**config.mk**
```make
export PLATFORM = sky130hd
export DESIGN_NAME = tgm_isqrt_pipe
export DESIGN_NICKNAME = d
export VERILOG_FILES = /design/src/rtl/triangle_geometry_metrics_defines.svh /design/src/rtl/tgm_pkg.sv /design/src/rtl/tgm_isqrt_pipe.sv
export SDC_FILE = /design/constraint.sdc
export NUM_CORES = 2
export LEC_CHECK = 0
export ABC_AREA = 1
export BUFFER_PORTS_ARGS = -buffer_cell sky130_fd_sc_hd__buf_2
export CORE_ASPECT_RATIO = 0.9
export CORE_MARGIN = 5
export CORE_UTILIZATION = 30
export CTS_CLUSTER_SIZE = 16
export DETAILED_ROUTE_END_ITERATION = 8
export SETUP_SLACK_MARGIN = 0.5
export SYNTH_ARGS = -nofsm -noshare
export SYNTH_HDL_FRONTEND = slang
export SYNTH_SLANG_ARGS = --single-unit
```
**constraint.sdc**
```tcl
create_clock -name i_clk -period 2.45 [get_ports i_clk]
set_input_delay 0 -clock i_clk [delete_from_list [all_inputs] [get_ports i_clk]]
set_output_delay 0 -clock i_clk [all_outputs]
set_load 0.02 [all_outputs]
```
**src/rtl/triangle_geometry_metrics_defines.svh**
```systemverilog
// Assertion macros shared by the triangle metrics RTL.
// Included by the top level; no other dependencies.
`ifndef TRIANGLE_GEOMETRY_METRICS_DEFINES_SVH
`define TRIANGLE_GEOMETRY_METRICS_DEFINES_SVH

// Same-cycle implication, gated off during reset.
`define TGM_ASSERT_NOW(label, clk, rst_n, ante, cons, msg) \
    label: assert property (@(posedge clk) disable iff (!(rst_n)) (ante) |-> (cons)) \
        else $error(msg);

// Next-cycle implication, gated off during reset.
`define TGM_ASSERT_NEXT(label, clk, rst_n, ante, cons, msg) \
    label: assert property (@(posedge clk) disable iff (!(rst_n)) (ante) |=> (cons)) \
        else $error(msg);

`endif

```
**src/rtl/tgm_pkg.sv**
```systemverilog
// Shared widths and helpers for the triangle metrics pipeline.
// No dependencies.
`timescale 1ns / 1ps
package tgm_pkg;
    localparam int COORD_BITS = 24;
    localparam int NORM_BITS  = COORD_BITS + 1;
    localparam int LEN_BITS   = 25;
    localparam int AREA_BITS  = 48;
    localparam int SQ_BITS    = 2 * NORM_BITS;
    localparam int RAD_BITS   = SQ_BITS + 1;
    localparam int ROOT_BITS  = (RAD_BITS + 1) / 2;
    localparam int RAD_PAD    = 2 * ROOT_BITS;
    localparam int SREM_BITS  = ROOT_BITS + 3;
    localparam int CROSS_BITS = SQ_BITS + 1;
    localparam int MAG_BITS   = SQ_BITS;
    localparam int QUO_BITS   = 26;
    localparam int DREM_BITS  = ROOT_BITS + 1;

    typedef logic signed [COORD_BITS-1:0] t_coord;
    typedef logic signed [NORM_BITS-1:0]  t_norm;

    function automatic t_norm coord_diff(input t_coord a, input t_coord b);
        coord_diff = {a[COORD_BITS-1], a} - {b[COORD_BITS-1], b};
    endfunction
endpackage

```
**src/rtl/tgm_isqrt_pipe.sv**
```systemverilog
// Pipelined integer square root, one root bit per stage.
// Depends on tgm_pkg.
`timescale 1ns / 1ps
module tgm_isqrt_pipe import tgm_pkg::*; (
    input  logic                i_clk,
    input  logic                i_en,
    input  logic [RAD_BITS-1:0] i_rad,
    output logic [ROOT_BITS-1:0] o_root
);
    logic [RAD_PAD-1:0]   r_rad  [ROOT_BITS];
    logic [SREM_BITS-1:0] r_rem  [ROOT_BITS];
    logic [ROOT_BITS-1:0] r_root [ROOT_BITS];
    logic [RAD_PAD-1:0]   n_rad  [ROOT_BITS];
    logic [SREM_BITS-1:0] n_rem  [ROOT_BITS];
    logic [ROOT_BITS-1:0] n_root [ROOT_BITS];

    always_comb begin
        logic [RAD_PAD-1:0]   s_rad;
        logic [SREM_BITS-1:0] s_rem;
        logic [ROOT_BITS-1:0] s_root;
        logic [SREM_BITS-1:0] sh;
        logic [SREM_BITS-1:0] tr;
        for (int k = 0; k < ROOT_BITS; k++) begin
            if (k == 0) begin
                s_rad  = {1'b0, i_rad};
                s_rem  = '0;
                s_root = '0;
            end else begin
                s_rad  = r_rad[k-1];
                s_rem  = r_rem[k-1];
                s_root = r_root[k-1];
            end
            sh = {s_rem[SREM_BITS-3:0], s_rad[RAD_PAD-1 -: 2]};
            tr = {1'b0, s_root, 2'b01};
            n_rad[k] = {s_rad[RAD_PAD-3:0], 2'b00};
            if (sh >= tr) begin
                n_rem[k]  = sh - tr;
                n_root[k] = {s_root[ROOT_BITS-2:0], 1'b1};
            end else begin
                n_rem[k]  = sh;
                n_root[k] = {s_root[ROOT_BITS-2:0], 1'b0};
            end
        end
    end

    always_ff @(posedge i_clk) begin
        if (i_en) begin
            for (int k = 0; k < ROOT_BITS; k++) begin
                r_rad[k]  <= n_rad[k];
                r_rem[k]  <= n_rem[k];
                r_root[k] <= n_root[k];
            end
        end
    end

    assign o_root = r_root[ROOT_BITS-1];
endmodule

```
* Word-level counts from Yosys, hierarchy flattened *
Memories as Yosys holds them, arrays and structs flattened.
Cells that the tools add are included.

storage, ports and cells
  bits in registers = 0
  bits in writable memories = 2,730
  input bits = 53
  memories kept = 3

cells by class
  add/sub/neg operators = 26
  order comparisons = 26
  multiplexer cells = 54

memories
  name    words  bits a word  rd ports  clocked after memory_dff  write ports  RTL line              text
  r_rad   26     50           25        0                         26           tgm_isqrt_pipe.sv:10  logic [RAD_PAD-1:0] r_rad [ROOT_BITS];
  r_rem   26     29           25        0                         26           tgm_isqrt_pipe.sv:11  logic [SREM_BITS-1:0] r_rem [ROOT_BITS];
  r_root  26     26           26        0                         26           tgm_isqrt_pipe.sv:12  logic [ROOT_BITS-1:0] r_root [ROOT_BITS];

operator list
  cell                                                      number
  two-way mux 29 bit                                        26
  greater-or-equal comparator 29 x 28 -> 1 bit              25
  subtractor 29 x 28 -> 29 bit                              25
  two-way mux 1 bit                                         28
  subtractor 1 x 1 -> 2 bit, second input constant          1
  greater-or-equal comparator 1 bit, second input constant  1

* Longest topological paths before layout *
An unclocked memory read counts as a cell.

  depth in word-level cells = 3
  gate-level depth with buffers = 16
  gate-level depth less buffers = 15

* Worst setup path before layout *
No wires, ideal clock.

  kind = register -> register
  from = memory r_rem[0][174] (netlist bit)
  to = memory r_rem[0][214] (netlist bit), data pin
  arrival = 1.766 ns
  data required time = 2.201 ns
  setup slack = 0.434 ns
  cell stages (with the launch flop) = 13
  buffers on the path = 1
  clock period less this slack = 2.016 ns
  cell sequence = edfxtp_1 ha_1 a21oi_2 nand2_2 nand2_1 nand2_1 nand2_2 nand3_1 nor2_1 buf_4 inv_2 nand2_1 inv_1

RTL lines
  item                RTL line
  start: declaration  tgm_isqrt_pipe.sv:11

==> results.yml <==
finish:
  mostFrequentLayoutCells: "nand2_1, inv_1, edfxtp_1"
  final_nets: 11800
  drive_gt1_share_pct: 20.4
  final_util_pct: 38.5
  fill_cells: 29800
  areaGrowthSynthToFinish_pct: 27.8
  final_common_cell: "nand2_1"
setup_path:
  critical_path_buf_inv_count: 1
  startpoint_type: "flop"
  critPathKind: "reg -> reg"
  worstPathMaxFanout: 7
  worstPathCellList: "ha_4, nand2_2, nor2_1, nand3_1, nor2_1, nand3_1, nand2_1, nor2_4, clkbuf_16, a21oi_1"
  crit_slowest_cell: "edfxtp_1"
  end_kind: "flop"
  cp.arrival_ps: 2940
  worstPathRequired_ps: 3090
  crit_family: "simple AND/OR/NAND/NOR gates"
  cp_slowest_stage_delay_ps: 460
floorplanning:
  die_area_um2: 310000
  die_w_um: 586
  start_util_pct: 30.1
  ios: 79
  row_count: 190
  die_h_um: 528
  core_area_um2: 298000
sta:
  rsz0062_at_grt: "true"
  finClkSkew_ps: 115
  slew_viol_final: 0
  hold_viol_final: 0
  finalCriticalPeriod_ps: 2300
  fin_ws_ps: 149
  finalSetupTns_ps: 0
  min_period_over_period_pct: 93.9
  report.final.setup_viol: 0
  tightest_slew_ps: 572
  max-slew-margin-rel_pct: 61.5
  fmax_mhz: 435
global_route:
  antenna_found_initial: 3
  grt_pass1_wl_mm: 370
  grt_max_degree: 86
  grt_pass1_vias: 66100
  grt_overflow: 0
  grt_use_total_pct: 15.0
power:
  p_leak_uw: 0.0503
  peakVddDrop_uv: 631
  p_per_area_nw_per_um2: 768
  total_power_uw: 87900
place:
  routabilityCongestion: 0.910
  post-place-ws_ps: -12.5
  portBuffers: 78
  hpwl_mm: 183
clock_network:
  clock_sinks: 1633
  cts_buffer_depth: 4
  clkLatencyLatePin_ps: 890
  cts_tree: "built"
  cts_root_buf: "clkbuf_16"
  cts.clk_slew.worst_paths_ps: 60
  htree_levels: 4
  cts_buffers: 190
yosys:
  syn-num-nets: 10700
  yosysSeqAreaShare_pct: 54.7
  ys_ff_latch: 1633
  ys_warn_count: 0
  synth_area_um2: 89600
  syn_area_per_cell_um2: 8.76
  synth_edf_count: 1633
  syn_inst: 10200
  ys_async_sr_fraction_pct: 0
  ys_types: 52
  ys.flop_type: "edfxtp_1"
route:
  first_pass_iters: 8
  vias: 69900
  avgRoutedWirePerCell_um: 15.9
  drt-total-wl_mm: 245
  via_per_inst: 4.53
  antenna_left: 0
  drc: 0
  drt_iter0_markers: 5392
run:
  maxCapViolCount: 0
status:
  status: "completed"
hold_path:
  min_path_type: "in -> reg"
-- power breakdown --
part	switching, uW	internal, uW
clock network	11800	16600
registers	2390	34500
logic	13400	9130
-- synth_stat cells, drive strengths merged (82+ instances only) --
| master | n | share of area (%) |
|---|---|---|
| a21oi | 399 | 2.4 |
| xnor2 | 100 | 0.98 |
| buf | 82 | 0.74 |
| xor2 | 181 | 1.8 |
| o21ai | 223 | 1.3 |
| nand3 | 590 | 3.4 |
| edfxtp | 1633 | 55 |
| nor2 | 834 | 3.6 |
| nor3 | 118 | 0.69 |
| nand4 | 173 | 1.2 |
| nand2 | 3527 | 15 |
| inv | 1804 | 7.6 |
| ha | 376 | 5.3 |
-- state kept, by name, indices dropped and copies added (netlist names) --
name / flops
r_rem: 632
r_rad: 650
r_root: 351
-- layer usage --
metal,part of all wire (%),wire length [um],vias up,global-route usage [%]
li1,-,-,35300,-
met4,3.0,7300,0,4.45
met1,47,114000,32500,21.1
met3,5.1,12400,406,1.95
met5,0,0,-,0
met2,45,111000,1696,24.1
-- through the flow --
step	hold slack [ps]	cells	area, um^2
2_1_floorplan	98.9	10200	90900
3_3_place_gp	176	14600	99400
3_5_place_dp	178	14600	99400
4_1_cts	157	15200	110000
5_1_grt	190	15400	115000
6_report	198	15400	115000
-- final cells by class --
cell class,count,area [um^2],share of cell area (%)
inverters,1804,6890,6.02
clock buffers,207,4820,4.21
diodes,1,2.50,0.00218
repair buffers,988,8550,7.46
well taps,3936,4920,4.30
flip-flops and latches,1633,49000,42.8
clock inverters,132,1420,1.24
repair inverters,5,45.0,0.0393
multi-input cells,6713,38800,33.9
-- path summary, 6_finish.rpt --
path,from,endpoint,slack (ps),cells after the start
hold reg to reg,r_rad[0][14],r_rad[0][66],330,0
setup / recovery,r_rem[0][176],r_rem[0][221],150,10
hold / removal,i_en,r_rem[0][305],200,2
setup reg to reg,r_rem[0][176],r_rem[0][221],150,10
-- cells by family (layout without fill, tap and decap cells) --
logic type	count (synthesis)	after routing	synth area share, %
AOI/OAI and AO/OA	663	663	4.06
adders and majority gates	376	376	5.25
DFF	1633	1633	54.7
buffers and inverters	1888	3136	8.32
other	1	2	0.00419
xor gates and xnor gates	281	281	2.75
and+or+nand+nor	5391	5392	24.9
-- what timing repair did --
action	CTS	global route
resized for setup	424	751
buffers inserted	176	161
endpoints found under the setup margin	641	644
hold buffers	103	0
gates cloned	13	14
endpoints found under the hold margin	956	0
pin swaps	152	180
-- worst reg2reg max path, cell delays in order (launching register included) --
cell and delay (ps):
edfxtp_1 460, ha_4 340, nand2_2 80, nor2_1 150, nand3_1 160, nor2_1 140
nand3_1 100, nand2_1 120, nor2_4 80, clkbuf_16 160, a21oi_1 300
Power figures use the tool's default switching activity.
