File: config.mk
export PLATFORM = sky130hd
export DESIGN_NAME = tgm_div_pipe
export DESIGN_NICKNAME = d
export VERILOG_FILES = /design/src/rtl/triangle_geometry_metrics_defines.svh /design/src/rtl/tgm_pkg.sv /design/src/rtl/tgm_div_pipe.sv
export SDC_FILE = /design/constraint.sdc
export NUM_CORES = 2
export LEC_CHECK = 0
export BUFFER_PORTS_ARGS = -buffer_cell sky130_fd_sc_hd__buf_2
export CORE_ASPECT_RATIO = 1.25
export CORE_MARGIN = 4
export CORE_UTILIZATION = 58
export CTS_CLUSTER_SIZE = 30
export DETAILED_ROUTE_END_ITERATION = 6
export PLACE_DENSITY = 0.85
export SLEW_MARGIN = 25
export SYNTH_ARGS = -nofsm -noshare
export SYNTH_HDL_FRONTEND = slang
export SYNTH_SLANG_ARGS = --single-unit
File: constraint.sdc
create_clock -name i_clk -period 3.59 [get_ports i_clk]
set_input_delay 0.718 -clock i_clk [delete_from_list [all_inputs] [get_ports i_clk]]
set_output_delay 0.718 -clock i_clk [all_outputs]
set_load 0.03 [all_outputs]
File: src/rtl/triangle_geometry_metrics_defines.svh
// Assertion macros shared by the triangle metrics RTL.
// Included by the top level; no other dependencies.
`ifndef TRIANGLE_GEOMETRY_METRICS_DEFINES_SVH
`define TRIANGLE_GEOMETRY_METRICS_DEFINES_SVH

// Same-cycle implication, gated off during reset.
`define TGM_ASSERT_NOW(label, clk, rst_n, ante, cons, msg) \
    label: assert property (@(posedge clk) disable iff (!(rst_n)) (ante) |-> (cons)) \
        else $error(msg);

// Next-cycle implication, gated off during reset.
`define TGM_ASSERT_NEXT(label, clk, rst_n, ante, cons, msg) \
    label: assert property (@(posedge clk) disable iff (!(rst_n)) (ante) |=> (cons)) \
        else $error(msg);

`endif

File: src/rtl/tgm_pkg.sv
// Shared widths and helpers for the triangle metrics pipeline.
// No dependencies.
`timescale 1ns / 1ps
package tgm_pkg;
    localparam int COORD_BITS = 24;
    localparam int NORM_BITS  = COORD_BITS + 1;
    localparam int LEN_BITS   = 25;
    localparam int AREA_BITS  = 48;
    localparam int SQ_BITS    = 2 * NORM_BITS;
    localparam int RAD_BITS   = SQ_BITS + 1;
    localparam int ROOT_BITS  = (RAD_BITS + 1) / 2;
    localparam int RAD_PAD    = 2 * ROOT_BITS;
    localparam int SREM_BITS  = ROOT_BITS + 3;
    localparam int CROSS_BITS = SQ_BITS + 1;
    localparam int MAG_BITS   = SQ_BITS;
    localparam int QUO_BITS   = 26;
    localparam int DREM_BITS  = ROOT_BITS + 1;

    typedef logic signed [COORD_BITS-1:0] t_coord;
    typedef logic signed [NORM_BITS-1:0]  t_norm;

    function automatic t_norm coord_diff(input t_coord a, input t_coord b);
        coord_diff = {a[COORD_BITS-1], a} - {b[COORD_BITS-1], b};
    endfunction
endpackage

File: src/rtl/tgm_div_pipe.sv
// Pipelined restoring divider, one quotient bit per stage.
// Depends on tgm_pkg.
`timescale 1ns / 1ps
module tgm_div_pipe import tgm_pkg::*; (
    input  logic                 i_clk,
    input  logic                 i_en,
    input  logic [MAG_BITS-1:0]  i_dvd,
    input  logic [ROOT_BITS-1:0] i_dvs,
    output logic [QUO_BITS-1:0]  o_quo
);
    logic [QUO_BITS-1:0]  r_low [QUO_BITS];
    logic [DREM_BITS-1:0] r_rem [QUO_BITS];
    logic [ROOT_BITS-1:0] r_dvs [QUO_BITS];
    logic [QUO_BITS-1:0]  r_quo [QUO_BITS];
    logic [QUO_BITS-1:0]  n_low [QUO_BITS];
    logic [DREM_BITS-1:0] n_rem [QUO_BITS];
    logic [QUO_BITS-1:0]  n_quo [QUO_BITS];

    always_comb begin
        logic [QUO_BITS-1:0]  s_low;
        logic [DREM_BITS-1:0] s_rem;
        logic [ROOT_BITS-1:0] s_dvs;
        logic [QUO_BITS-1:0]  s_quo;
        logic [DREM_BITS-1:0] sh;
        for (int k = 0; k < QUO_BITS; k++) begin
            if (k == 0) begin
                s_low = i_dvd[QUO_BITS-1:0];
                s_rem = DREM_BITS'(i_dvd[MAG_BITS-1:QUO_BITS]);
                s_dvs = i_dvs;
                s_quo = '0;
            end else begin
                s_low = r_low[k-1];
                s_rem = r_rem[k-1];
                s_dvs = r_dvs[k-1];
                s_quo = r_quo[k-1];
            end
            sh = {s_rem[DREM_BITS-2:0], s_low[QUO_BITS-1]};
            n_low[k] = {s_low[QUO_BITS-2:0], 1'b0};
            if (sh >= {1'b0, s_dvs}) begin
                n_rem[k] = sh - {1'b0, s_dvs};
                n_quo[k] = {s_quo[QUO_BITS-2:0], 1'b1};
            end else begin
                n_rem[k] = sh;
                n_quo[k] = {s_quo[QUO_BITS-2:0], 1'b0};
            end
        end
    end

    always_ff @(posedge i_clk) begin
        if (i_en) begin
            for (int k = 0; k < QUO_BITS; k++) begin
                r_low[k] <= n_low[k];
                r_rem[k] <= n_rem[k];
                r_quo[k] <= n_quo[k];
                r_dvs[k] <= (k == 0) ? i_dvs : r_dvs[k-1];
            end
        end
    end

    assign o_quo = r_quo[QUO_BITS-1];
endmodule
### Word-level counts from Yosys, hierarchy flattened

Memories as Yosys holds them, arrays and structs flattened.
Index checks and enable logic that the tools add are counted.

* flip-flop bits (word level): 0
* RAM bits: 2704
* input port bits: 78
* output and inout bits: 26
* memories kept: 4

Memory list
* r_rem: words 26, bits a word 27, rd ports 25, clocked after memory_dff 0, wr ports 26, line tgm_div_pipe.sv:12 `logic [DREM_BITS-1:0] r_rem [QUO_BITS];`
* r_dvs: words 26, bits a word 26, rd ports 25, clocked after memory_dff 0, wr ports 26, line tgm_div_pipe.sv:13 `logic [ROOT_BITS-1:0] r_dvs [QUO_BITS];`
* r_quo: words 26, bits a word 26, rd ports 26, clocked after memory_dff 0, wr ports 26, line tgm_div_pipe.sv:14 `logic [QUO_BITS-1:0] r_quo [QUO_BITS];`
* r_low: words 26, bits a word 25, rd ports 25, clocked after memory_dff 0, wr ports 26, line tgm_div_pipe.sv:11 `logic [QUO_BITS-1:0] r_low [QUO_BITS];`

* add/sub/neg operators: 26
* order comparisons: 26
* multiplexer cells: 54

Operator list (count)
* 27-bit 2-to-1 mux: 26
* 27-bit by 26-bit >= comparator with 1-bit output: 25
* 27-bit by 26-bit subtractor with 27-bit output: 25
* 1-bit 2-to-1 mux: 28
* 25-bit by 26-bit subtractor with 27-bit output: 1
* 25-bit by 26-bit >= comparator with 1-bit output: 1

### Logic depth before layout (Yosys ltp)

An unclocked memory read counts as a cell.

* depth in word-level cells: 3
* depth in mapped cells: 15
* gate-level depth less buffers: 14

### Least setup slack after synthesis

Ideal clock, no wire load.

* kind: register to register
* from: memory r_rem[0][27] (netlist bit)
* to: memory r_rem[0][72] (netlist bit), data pin
* library setup time: 0.260 ns
* arrival time: 3.146 ns
* path slack: 0.184 ns
* stages on the path, launching flop included: 13
* buffers on the path: 1
* period minus slack after synthesis: 3.406 ns
* cells stage by stage: edfxtp_1 ha_1 nor2b_1 o21ai_1 a21boi_1 o31ai_1 nand3_1 a2111oi_2 o31ai_1 a21o_1 a41oi_2 buf_4 mux2_2

RTL lines (line)
* start: declaration: tgm_div_pipe.sv:12

==> impl_metrics.env <==
export IMPL_outcome="finished with violations"
export IMPL_violations="DRC"
export IMPL_crit_start="r_dvs[7][1]"
export IMPL_fin_skew_ns=0.0347
export IMPL_clkPwrFrac=0.193
export IMPL_ioPinCount=104
export IMPL_endpoint="r_rem[0][217]"
export IMPL_clock_path_buffers=3
export IMPL_synth_seq_cells=1976
export IMPL_cts_made_buffers=190
export IMPL_grt_pass1_vias=66300
export IMPL_gp_congestion=0.982
export IMPL_dp_hpwl_um=174000
export IMPL_final_common_cell="edfxtp_1"
export IMPL_antenna_found_initial=5
export IMPL_final_cell_mix="edfxtp_1, inv_1, ha_1"
export IMPL_switching_power_mw=37.5
export IMPL_clk_latency_ns=0.84
export IMPL_grt_ovfl_total=0
export IMPL_cts_htree_levels=4
export IMPL_crit_arrival_ns=4.09
export IMPL_async_flop_share=0
export IMPL_synth_top_area_share=0.586
export IMPL_dr_total_vias=66800
export IMPL_power_leakage_nw=46.3
export IMPL_max_stage_delay_ns=0.42
export IMPL_path_depth=12
export IMPL_core_area_um2=174000
export IMPL_cts_tree="done"
export IMPL_cp_slowest_cell="edfxtp_1"
export IMPL_internal_power_mw=63.9
export IMPL_switching_share=0.370
export IMPL_vias_per_cell=5.91
export IMPL_cp_end_kind="flip-flop"
export IMPL_cp_common_cell="a31oi_2"
export IMPL_cp_cell_sequence="inv_1 > ha_1 > nor2b_1 > o21bai_2 > a31oi_2 > o31ai_2 > o2111ai_2 > a31o_2 > a31oi_2 > o311ai_4 > buf_12 > mux2_2"
export IMPL_synth_nets=9077
export IMPL_dieArea_um2=181000
export IMPL_min_period_ns=3.51
export IMPL_fin_nets=9595
export IMPL_drive_gt1_frac=0.133
export IMPL_synth_edff_count=1976
export IMPL_synthCells=8299
export IMPL_p_per_area_nw_per_um2=884
export IMPL_drtIter0Drc=5061
export IMPL_final_setup_viol_count=0
export IMPL_seq_power_share=0.360
export IMPL_synth_avg_cell_area_um2=12.2
export IMPL_cts_sinks=1976
export IMPL_gr_usage_all_layers=0.253
export IMPL_syn_area_um2=101000
export IMPL_drt_total_wl_um=235000
export IMPL_crit_family="compound AO/OA/AOI/OAI gates"
export IMPL_initial_core_util=0.583
export IMPL_required_ns=4.17
export IMPL_vdd_drop_max_mv=0.448
export IMPL_grt_pass1_wl_um=361000
export IMPL_die_x_um=382
export IMPL_holdCritPathClass="input port to flip-flop"
export IMPL_route_detailed_drc=25
export IMPL_holdWs_ns=0.0591
export IMPL_cts_root_buffer="clkbuf_16"
export IMPL_rows=171
export IMPL_synth_flop_cell="edfxtp_1"
export IMPL_drt_first_pass_iters=7
export IMPL_r2r_end="r_rem[0][217]"
export IMPL_wl_per_cell_um=20.8
export IMPL_synthTopCellsByArea="edfxtp_1, ha_1, a21oi_1, inv_1, xnor2_1"
export IMPL_fin_crit_sh=0.978
export IMPL_maxCapViolations=0
export IMPL_max_freq_mhz=285
export IMPL_yosysSeqAreaShare=0.586
export IMPL_combPwrFrac=0.447
export IMPL_ys_warn_count=0
export IMPL_r2r_setup_slack_ns=0.08
export IMPL_slew_limit_headroom=0.547
export IMPL_netlist_cell_type_count=104
export IMPL_crit_fanout=11
export IMPL_grt_max_degree=100
export IMPL_rsz0062_at_grt="true"
export IMPL_worstSetupStartpointType="flip-flop"
export IMPL_rr_startpoint="r_dvs[7][1]"
export IMPL_antenna_left=0
export IMPL_slew_violations=0
export IMPL_hold_viol_final=0
export IMPL_worst_slew_pin_transition_ns=0.674
export IMPL_critPathBufInv=2
export IMPL_synth_top_area_cell="edfxtp_1"
export IMPL_reg2reg_depth=12
export IMPL_crit_type="flip-flop to flip-flop"
export IMPL_area_delta_synth_final_pct=13.2
export IMPL_die_h_um=475
export IMPL_io_buffers=103
export IMPL_finish_utilization=0.660
export IMPL_cts_reportedPaths_clkPinSlew_ns=0.06
-- synth_stat cells (19+ instances only) --
cell type / n
o31ai_1: 44
a21oi_1: 675
and3_1: 58
a21o_1: 312
xnor2_1: 325
nand2b_1: 81
o21bai_1: 85
o21a_1: 65
a211oi_1: 41
o21ai_1: 19
inv_1: 865
nand2_1: 498
nand3_1: 133
ha_1: 675
nand4_1: 88
clkbuf_1: 139
o21ai_0: 456
mux2i_1: 19
nor4_1: 31
o211ai_1: 34
nor2b_1: 89
edfxtp_1: 1976
nor3_1: 107
and2_1: 34
nor2_1: 460
fa_1: 25
mux2_2: 250
a211o_1: 22
xor2_1: 210
or3_1: 33
or2_2: 21
a31oi_1: 67
a21boi_0: 21
-- worst reg2reg max path, cell delays in order, from the launching register on --
cell,delay (ns)
edfxtp_1,0.42
inv_1,0.10
ha_1,0.34
nor2b_1,0.24
o21bai_2,0.10
a31oi_2,0.28
o31ai_2,0.12
o2111ai_2,0.28
a31o_2,0.23
a31oi_2,0.15
o311ai_4,0.42
buf_12,0.20
mux2_2,0.37
-- per-layer routing --
metal / GRT usage / up-vias / wire, um
li1: - / 31700 / -
met1: 0.294 / 32300 / 89600
met2: 0.451 / 2188 / 119000
met3: 0.0372 / 672 / 11900
met4: 0.136 / 0 / 14500
met5: 0 / - / 0
-- per-stage QoR --
stage	setup TNS (ns)	total power, mW	cell area [um^2]	worst slack, ns	std cells
CTS	-0.0699	100	114000	-0.0289	11300
floorplan	0	66.3	101000	0.184	8299
finish	0	101	115000	0.0800	11300
detailed placement	-2.08	79.8	107000	-0.216	10900
global route	-0.466	107	115000	-0.0625	11300
global placement	-0.728	78.7	107000	-0.160	10900
-- how the worst min path moves through the flow --
stage	slack, ns	depth (start not counted)	from	endpoint
finish	0.06	1	i_dvd[18]	r_low[0][18]
global route	0.02	1	i_dvd[4]	r_low[0][4]
CTS	0.000002	1	i_dvd[18]	r_low[0][18]
detailed placement	0.40	0	r_low[0][88]	r_low[0][114]
global placement	0.40	0	r_quo[0][26]	r_quo[0][53]
floorplan	0.40	0	r_low[0][78]	r_low[0][104]
-- power groups by stage --
stage / Sequential, mW / Combinational, mW / Clock (mW)
after floorplan: 34.9 / 31.4 / 0
after global placement: 36.7 / 42.0 / 0
after detailed placement: 36.8 / 43.1 / 0
after CTS: 36.4 / 43.9 / 20.0
after global routing: 36.7 / 49.5 / 21.1
final: 36.5 / 45.3 / 19.6
-- layout make-up --
class / count / area, um^2
flip-flops and latches: 1976 / 59300
multi-input cells: 5287 / 38600
diodes: 2 / 5.00
well taps: 2335 / 2920
fillers: 12500 / 59000
repair buffers: 493 / 4270
inverters: 869 / 3260
clock buffers: 217 / 4900
clock inverters: 132 / 1230
-- logic make-up (layout without fill, tap and decap cells) --
| logic type | Yosys count | after routing | share of synthesized area |
|---|---|---|---|
| other | 0 | 2 | 0 |
| DFF | 1976 | 1976 | 0.586 |
| buffers and inverters | 1037 | 1711 | 0.0391 |
| adders and majority gates | 700 | 700 | 0.0884 |
| muxes | 282 | 282 | 0.0312 |
| and+or+nand+nor | 1697 | 1697 | 0.0795 |
| xor gates and xnor gates | 535 | 535 | 0.0463 |
| AOI/OAI and AO/OA | 2072 | 2073 | 0.129 |
-- flip-flops by register name (all words and copies together), names as in the netlist --
signal and cells:
r_dvs 650, r_quo 351, r_low 325, r_rem 650
-- what timing repair did --
action,in CTS,in global routing
cloned,2,5
hold buffers,14,0
buffers inserted,10,24
endpoints found under the hold margin,14,0
endpoints found under the setup margin,43,332
pin swaps,11,36
resized for setup,21,100
Power figures use the tool's default switching activity.
